`src/rtl/qspe_ram.sv`:
```
// Generic single-port-write, single-read synchronous RAM with registered read.
// Standalone; no package dependency.
`default_nettype none
module qspe_ram #(
   parameter int Width = 8,
   parameter int Depth = 16
) (
   input  wire                      clock,
   input  wire                      wr_en,
   input  wire [$clog2(Depth)-1:0]  wr_addr,
   input  wire [Width-1:0]          wr_data,
   input  wire [$clog2(Depth)-1:0]  rd_addr,
   output logic [Width-1:0]         rd_data
);
   logic [Width-1:0] mem [Depth];

   // A read of the address being written returns the old data; read data registered.
   always_ff @(posedge clock) begin
      if (wr_en) mem[wr_addr] <= wr_data;
      rd_data <= mem[rd_addr];
   end
endmodule
`default_nettype wire

```
`config.mk`:
```
export PLATFORM = sky130hd
export DESIGN_NAME = qspe_ram
export DESIGN_NICKNAME = d
export VERILOG_FILES = /design/src/rtl/qspe_ram.sv
export SDC_FILE = /design/constraint.sdc
export NUM_CORES = 1
export LEC_CHECK = 0
export ABC_CLOCK_PERIOD_IN_PS = 4200
export BUFFER_PORTS_ARGS = -buffer_cell sky130_fd_sc_hd__buf_2
export CAP_MARGIN = 20
export CORE_MARGIN = 8
export CORE_UTILIZATION = 40
export DETAILED_ROUTE_END_ITERATION = 8
export SYNTH_ARGS = -nofsm -noshare
export SYNTH_HDL_FRONTEND = slang
export SYNTH_SLANG_ARGS = --single-unit
```
`constraint.sdc`:
```
create_clock -name clock -period 4.2 [get_ports clock]
set_input_delay 0.63 -clock clock [delete_from_list [all_inputs] [get_ports clock]]
set_output_delay 0.63 -clock clock [all_outputs]
set_load 0.05 [all_outputs]
```
==> results of run 1 <==
[worst max-delay path, stage by stage]
cell and delay (ns):
buf_2 0.73, buf_4 0.27, mux4_1 0.55, a22oi_1 0.19
nand2_1 0.07
[final cells by class]
class / instances / share of cell area
Clock inverter: 14 / 0.0213
Timing Repair Buffer: 28 / 0.0242
Sequential cell: 136 / 0.669
Clock buffer: 18 / 0.0717
Multi-Input combinational cell: 83 / 0.178
Tap cell: 172 / 0.0359
[state kept, by name (all words and copies together) (netlist names)]
signal,cells
rd_data,8
mem,128
[how the worst max path moves through the flow]
stage                     from         end  slack (ns)  cells after the start
global placement    wr_addr[2]   mem[0][6]        1.49                      3
CTS                 rd_addr[0]  rd_data[1]        2.00                      5
finish              rd_addr[0]  rd_data[1]        2.04                      5
floorplan           wr_addr[2]   mem[0][0]        2.08                      2
detailed placement  rd_addr[0]  rd_data[1]        1.57                      5
global route        rd_addr[0]  rd_data[2]        1.89                      4
[Yosys cell counts]
cell	count	area (um2)
dfxtp_1	8	160
nor2_1	13	48.8
and2b_1	1	7.51
buf_4	1	7.51
nor3_1	4	20.0
nand2_1	9	33.8
buf_6	3	33.8
clkdlybuf4s25_2	3	30.0
and2_1	1	6.26
mux4_2	18	405
nand3b_1	2	15.0
nand2b_1	2	12.5
mux4_1	14	368
edfxtp_1	128	3840
nor2b_1	1	6.26
nand3_1	1	5.00
or3b_2	1	8.76
a22oi_1	16	120
buf_2	3	15.0
[power by group through the flow]
stage	Sequential, mW	Combinational (mW)	Clock [mW]
after global routing	1.53	0.174	1.45
final	1.53	0.161	1.36
after detailed placement	1.55	0.165	0
after floorplan	1.58	0.0770	0
after CTS	1.53	0.165	1.39
after global placement	1.55	0.162	0
[through the flow]
step / cells / setup WS (ns) / util
floorplan: 229 / 2.08 / -
global placement: 418 / 1.49 / 0.430
detailed placement: 419 / 1.57 / 0.430
CTS: 451 / 2.00 / 0.475
global route: 451 / 1.89 / 0.475
finish: 451 / 2.04 / 0.475
[kinds of logic (layout without fill, tap and decap cells)]
logic type             after synthesis  after routing  synth area share
AO/OA/AOI/OAI                       16             16            0.0233
multiplexers                        32             32             0.150
AND/OR/NAND/NOR                     35             35            0.0318
flip-flops                         136            136             0.778
buffers and inverters               10             60            0.0168
[metal layers]
layer / routed length [um] / global-route usage
met5: 0 / 0
met4: 62 / 0.0533
met3: 384 / 0.0353
met2: 4840 / 0.203
met1: 4260 / 0.153
==> flow_metrics.tcl, run 1 <==
set metrics [dict create \
    final_antenna_net_count 0 \
    seqPwrFrac 0.500 \
    placed_area_um2 5430 \
    setup_tns_ns 0 \
    clkLatencyLatePin_ns 0.40 \
    routabilityCongestion 0.700 \
    grt_pass1_vias 2421 \
    cts_buffer_depth 2 \
    clk_pin_slew_ns 0.06 \
    drive_gt1_frac 0.280 \
    power_density_nw_per_um2 509 \
    r2r_slack_ns 2.82 \
    hpwl_um 5940 \
    p_clk_frac 0.447 \
    arrival_ns 2.45 \
    diodes 0 \
    ff2ff_path_depth 3 \
    p_leak_nw 1.97 \
    synth_nets 247 \
    clock-sinks 136 \
    htreeDepth 4 \
    grt_max_degree 33 \
    final_common_cell "edfxtp_1" \
    viasPerCell 5.10 \
    postLayoutCellArea_um2 5990 \
    cts_buffers 17 \
    syn_avg_cell_area_um2 22.5 \
    cts_tree "yes" \
    area_growth_pct 16.3 \
    netlist_area_um2 5150 \
    die_w_um 129 \
    period_minus_slack_ns 2.16 \
    critPathMaxFanout 30 \
    skew_ns 0.00801 \
    drt_pass1_iterations 5 \
    post-cts-setup-buffer-count 0 \
    layout_worst_path_cycle_share 0.515 \
    max_freq_mhz 462 \
    layout.nets 284 \
    hold_violations 0 \
    wl_per_cell_um 21.2 \
    layout_common_cells "128 x edfxtp_1, 26 x buf_2, 18 x mux4_2, 17 x clkbuf_16, 16 x a22oi_1" \
    dr.first_iter.drc_count 182 \
    required_ns 4.49 \
    io_buffers 25 \
    p_total_mw 3.05 \
    synth_cells 229 \
    num_vias 2299 \
    yosysSeqAreaShare 0.778 \
    start_util 0.408 \
    root_buffer "clkbuf_16" \
    rsz0062_at_grt "no" \
    dieArea_um2 16800 \
    relSlewSlack 0.347 \
    yosysUniqueCellTypes 19 \
    cts_resized 0 \
    p_sw_mw 0.662 \
    irDropWorstVdd_mv 0.300 \
    critical_path_class "in2reg" \
    maxCapViolations 0 \
    wl_um 9550 \
    cts.hold.buffers_added 0 \
    final-seq-area_um2 4000 \
    core_um2 12600 \
    setup_viol 0 \
    combPwrFrac 0.053 \
    min_to "mem[4][0]" \
    start_kind "input port" \
    endpoint_kind "register" \
    globalRoute.totalOverflow 0 \
    antenna_found_initial 0 \
    regToRegEndpoint "rd_data[2]" \
    min_from "wr_data[0]" \
    whs_ns 0.608 \
    synth_warnings 0 \
    route.detailed.drc 0 \
    hold_path_depth 1 \
    worstReg2RegStart "mem[1][2]" \
    fillers 1065 \
    tightestPinTransition_ns 0.976 \
    multiInputGateArea_um2 1070 \
    pin_count 26 \
    final_max_slew_viol_count 0 \
    synth-seq-cells 136 \
    hold_path_class "in2reg" \
    track_usage 0.125 \
    die_y_um 129 \
    swShare 0.217 \
    grt_pass1_wl_um 14700 \
    rows 41 \
    status "finished clean" \
    internal_power_mw 2.39 \
]
(Power assumes the default switching activity.)
==> run 2: changes to the inputs <==
Settings changed: ABC_CLOCK_PERIOD_IN_PS 4200 to 1950.
Clock period 4.2 ns to 1.95 ns, I/O delays scaled along.
==> flow_metrics.tcl, run 2 (synthesis results as in run 1) <==
set metrics [dict create \
    path_depth 3 \
    p_leak_nw 2.13 \
    critical-path-top-delay-family "multiplexers" \
    cts_resized 0 \
    viasPerCell 5.05 \
    die_w_um 129 \
    multiInputGateArea_um2 1060 \
    cts.hold.buffers_added 0 \
    grt_pass1_wl_um 15200 \
    top_usage_layer "met2" \
    clock-sinks 136 \
    cpPeakStageDelay_ns 0.55 \
    cts_tree "yes" \
    use_met3 0.0349 \
    diodes 0 \
    path_cells "mux4_1 > a22oi_1 > nand2_1" \
    top_regs "mem x128, rd_data x8" \
    grt_pass1_vias 2511 \
    tightestPinTransition_ns 0.421 \
    final-seq-area_um2 4000 \
    hold_path_class "in2reg" \
    rsz0062_at_grt "no" \
    antenna_found_initial 0 \
    max_freq_mhz 728 \
    status "finished clean" \
    area_growth_pct 20.9 \
    start_kind "register" \
    start_util 0.408 \
    wl_per_cell_um 20.4 \
    whs_ns 0.272 \
    globalRoute.totalOverflow 0 \
    ff2ff_path_depth 3 \
    drive_gt1_frac 0.327 \
    setup_viol 0 \
    core_um2 12600 \
    htreeDepth 4 \
    routabilityCongestion 0.698 \
    endpoint_kind "register" \
    skew_ns 0.00996 \
    critical_path_class "reg2reg" \
    hold_path_depth 1 \
    dieArea_um2 16800 \
    track_usage 0.127 \
    layout.nets 302 \
    grt_max_degree 25 \
    power_density_nw_per_um2 1120 \
    maxCapViolations 0 \
    fillers 1034 \
    met2_usage 0.207 \
    final_common_cell "edfxtp_1" \
    final_max_slew_viol_count 0 \
    top_register "mem" \
    num_vias 2370 \
    arrival_ns 1.66 \
    cts_buffer_depth 2 \
    dp_slack_ns 0.254 \
    dr.first_iter.drc_count 166 \
    timing.final.ws_setup_ns 0.577 \
    hold_violations 0 \
    largest_register_ff_count 128 \
    rows 41 \
    io_buffers 25 \
    period_minus_slack_ns 1.37 \
    clkLatencyLatePin_ns 0.40 \
    clk_pin_slew_ns 0.06 \
    worst-path-buf-inv 0 \
    layout_common_cells "128 x edfxtp_1, 25 x buf_2, 18 x mux4_2, 18 x buf_4, 17 x clkbuf_16" \
    p_total_mw 6.96 \
    setup_tns_ns 0 \
    relSlewSlack 0.720 \
    wl_um 9550 \
    layout_worst_path_cycle_share 0.704 \
    post-cts-setup-buffer-count 0 \
    irDropWorstVdd_mv 0.607 \
    cp_slowest_cell "mux4_1" \
    required_ns 2.24 \
    pin_count 26 \
    cts_buffers 17 \
    root_buffer "clkbuf_16" \
    hpwl_um 6170 \
    use_met1 0.158 \
    final_antenna_net_count 0 \
    route.detailed.drc 0 \
    critPathMaxFanout 1 \
    drt_pass1_iterations 4 \
    die_y_um 129 \
]
==> run 2: changes by cell type in the layout (fill, tap and decap cells not counted), sizes merged <==
cell,previous run,this run
buf,28,46
clkinvlp,5,0
clkinv,6,5
clkbuf,18,20
inv,2,4
bufinv,1,3
==> run 2: area by class of cell <==
| type | instances | share of cell area |
|---|---|---|
| clock inverter | 12 | 0.0259 |
| timing repair buffer | 46 | 0.0515 |
| tap | 172 | 0.0346 |
| multi-input combinational | 83 | 0.170 |
| clock buffer | 20 | 0.0750 |
| sequential | 136 | 0.643 |
==> run 2: final timing paths <==
path                                   end  slack [ns]       start
worst max register to register  rd_data[1]        0.58   mem[6][1]
worst min register to register  rd_data[2]        0.68   mem[8][2]
worst min-delay path             mem[6][5]        0.27  wr_data[5]
worst max-delay path            rd_data[1]        0.58   mem[6][1]
==> run 2: worst reg2reg max path, stage by stage (launching register included) <==
cell      delay, ns
edfxtp_1       0.38
mux4_1         0.55
a22oi_1        0.24
nand2_1        0.09
==> run 2: layer usage <==
layer	up-vias	share of wire
met1	1234	0.44
met5	-	0
met2	47	0.52
li1	1085	-
met4	0	0.0084
met3	4	0.034
==> run 2: through the flow <==
step / area, um2 / util / std cells
floorplan: 5150 / - / 229
global placement: 5600 / 0.443 / 437
detailed placement: 5600 / 0.443 / 437
CTS: 6220 / 0.493 / 469
global route: 6220 / 0.493 / 469
finish: 6220 / 0.493 / 469
==> run 2: power by group <==
group | internal, mW | total [mW] | switching, mW
logic | 0.137 | 0.369 | 0.232
registers | 3.27 | 3.29 | 0.0174
clock network | 2.13 | 3.31 | 1.17
total | 5.54 | 6.96 | 1.42
==> run 3: changes to the inputs <==
Settings changed: ABC_CLOCK_PERIOD_IN_PS 1950 to 1400.
Clock period 1.95 ns to 1.4 ns, I/O delays scaled along.
==> flow_metrics.tcl, run 3 (synthesis results as in run 1) <==
set metrics [dict create \
    post-cts-setup-buffer-count 0 \
    status "finished clean" \
    critPathMaxFanout 1 \
    largest_register_ff_count 128 \
    layout_common_cells "128 x edfxtp_1, 35 x buf_4, 25 x buf_2, 18 x mux4_2, 17 x clkbuf_16" \
    start_kind "register" \
    power_density_nw_per_um2 1460 \
    hold_violations 0 \
    postLayoutCellArea_um2 6310 \
    fillers 1056 \
    dr.first_iter.drc_count 196 \
    diodes 0 \
    cts_tree "yes" \
    top_layer "met4" \
    p_leak_nw 2.19 \
    relSlewSlack 0.424 \
    setup_viol 0 \
    htreeDepth 4 \
    worst-path-buf-inv 0 \
    clock-sinks 136 \
    p_sw_mw 1.87 \
    path_cells "mux4_1 > a22oi_2 > nand2_1" \
    cts_buffers 17 \
    cp_slowest_cell "mux4_1" \
    viasPerCell 5.09 \
    route.detailed.drc 0 \
    met3RoutedLength_um 524 \
    final_max_slew_viol_count 0 \
    wl_um 9900 \
    track_usage 0.128 \
    rsz0062_at_grt "no" \
    internal_power_mw 7.32 \
    seqPwrFrac 0.498 \
    skew_ns 0.00588 \
    met1_length_um 4390 \
    layout.nets 319 \
    period_minus_slack_ns 1.34 \
    wl_met2_um 4860 \
    cpPeakStageDelay_ns 0.56 \
    clk_pin_slew_ns 0.06 \
    wl_per_cell_um 20.4 \
    required_ns 1.69 \
    p_total_mw 9.19 \
    die_w_um 129 \
    drt_pass1_iterations 4 \
    rows 41 \
    place_inst 454 \
    drive_gt1_frac 0.376 \
    io_buffers 25 \
    globalRoute.totalOverflow 0 \
    whs_ns 0.188 \
    routabilityCongestion 0.698 \
    critical-path-top-delay-family "multiplexers" \
    num_vias 2473 \
    fin_util 0.500 \
    die_y_um 129 \
    pin_count 26 \
    antenna_found_initial 0 \
    maxCapViolations 0 \
    irDropWorstVdd_mv 0.715 \
    top_register "mem" \
    timing.final.ws_setup_ns 0.0568 \
    arrival_ns 1.64 \
    combPwrFrac 0.060 \
    critical_path_class "reg2reg" \
    grt_pass1_vias 2585 \
    fin_cells 486 \
    root_buffer "clkbuf_16" \
    dp_slack_ns -0.272 \
    swShare 0.203 \
    setup_tns_ns 0 \
    grt_max_degree 25 \
    endpoint_kind "register" \
    dieArea_um2 16800 \
    grt_pass1_wl_um 15200 \
    clkLatencyLatePin_ns 0.41 \
    hpwl_um 6700 \
    tightestPinTransition_ns 0.861 \
    hold_path_class "in2reg" \
    area_growth_pct 22.5 \
    max_freq_mhz 744 \
    final_antenna_net_count 0 \
    cts_buffer_depth 2 \
    core_um2 12600 \
    p_clk_frac 0.442 \
    placed_area_um2 5740 \
    layout_worst_path_cycle_share 0.959 \
    start_util 0.408 \
    top_regs "mem x128, rd_data x8" \
    final_common_cell "edfxtp_1" \
]
==> run 3: cell type report <==
cell class	instances	area, um2	share of cell area
Clock buffer	22	474	0.0752
Clock inverter	10	77.6	0.0123
Multi-Input combinational cell	83	1090	0.172
Sequential cell	136	4000	0.635
Tap cell	172	215	0.0341
Timing Repair Buffer	63	448	0.0710
==> run 3: worst paths after layout <==
check	start	endpoint	slack, ns	cells after the start
setup / recovery	mem[1][1]	rd_data[1]	0.06	3
hold / removal	wr_data[5]	mem[5][5]	0.19	1
setup reg to reg	mem[1][1]	rd_data[1]	0.06	3
hold reg to reg	mem[15][2]	rd_data[2]	0.67	3
==> run 3: per-layer routing <==
metal  global-route usage  vias up
met5                    0        -
met4               0.0676        0
met3               0.0304       12
met2                0.198       74
met1                0.164     1267
li1                     -     1120
==> run 3: power groups by stage <==
stage               sequential [mW]  combinational, mW  clock (mW)
floorplan                      4.75              0.232           0
global placement               4.66              0.547           0
detailed placement             4.66              0.556           0
CTS                            4.58              0.556        4.14
global route                   4.58              0.593        4.29
finish                         4.58              0.552        4.06
==> run 3: timing repair <==
item | CTS | global route
endpoints found under the setup margin | 0 | 3
gates resized for setup | 0 | 3
hold buffers | 0 | 0
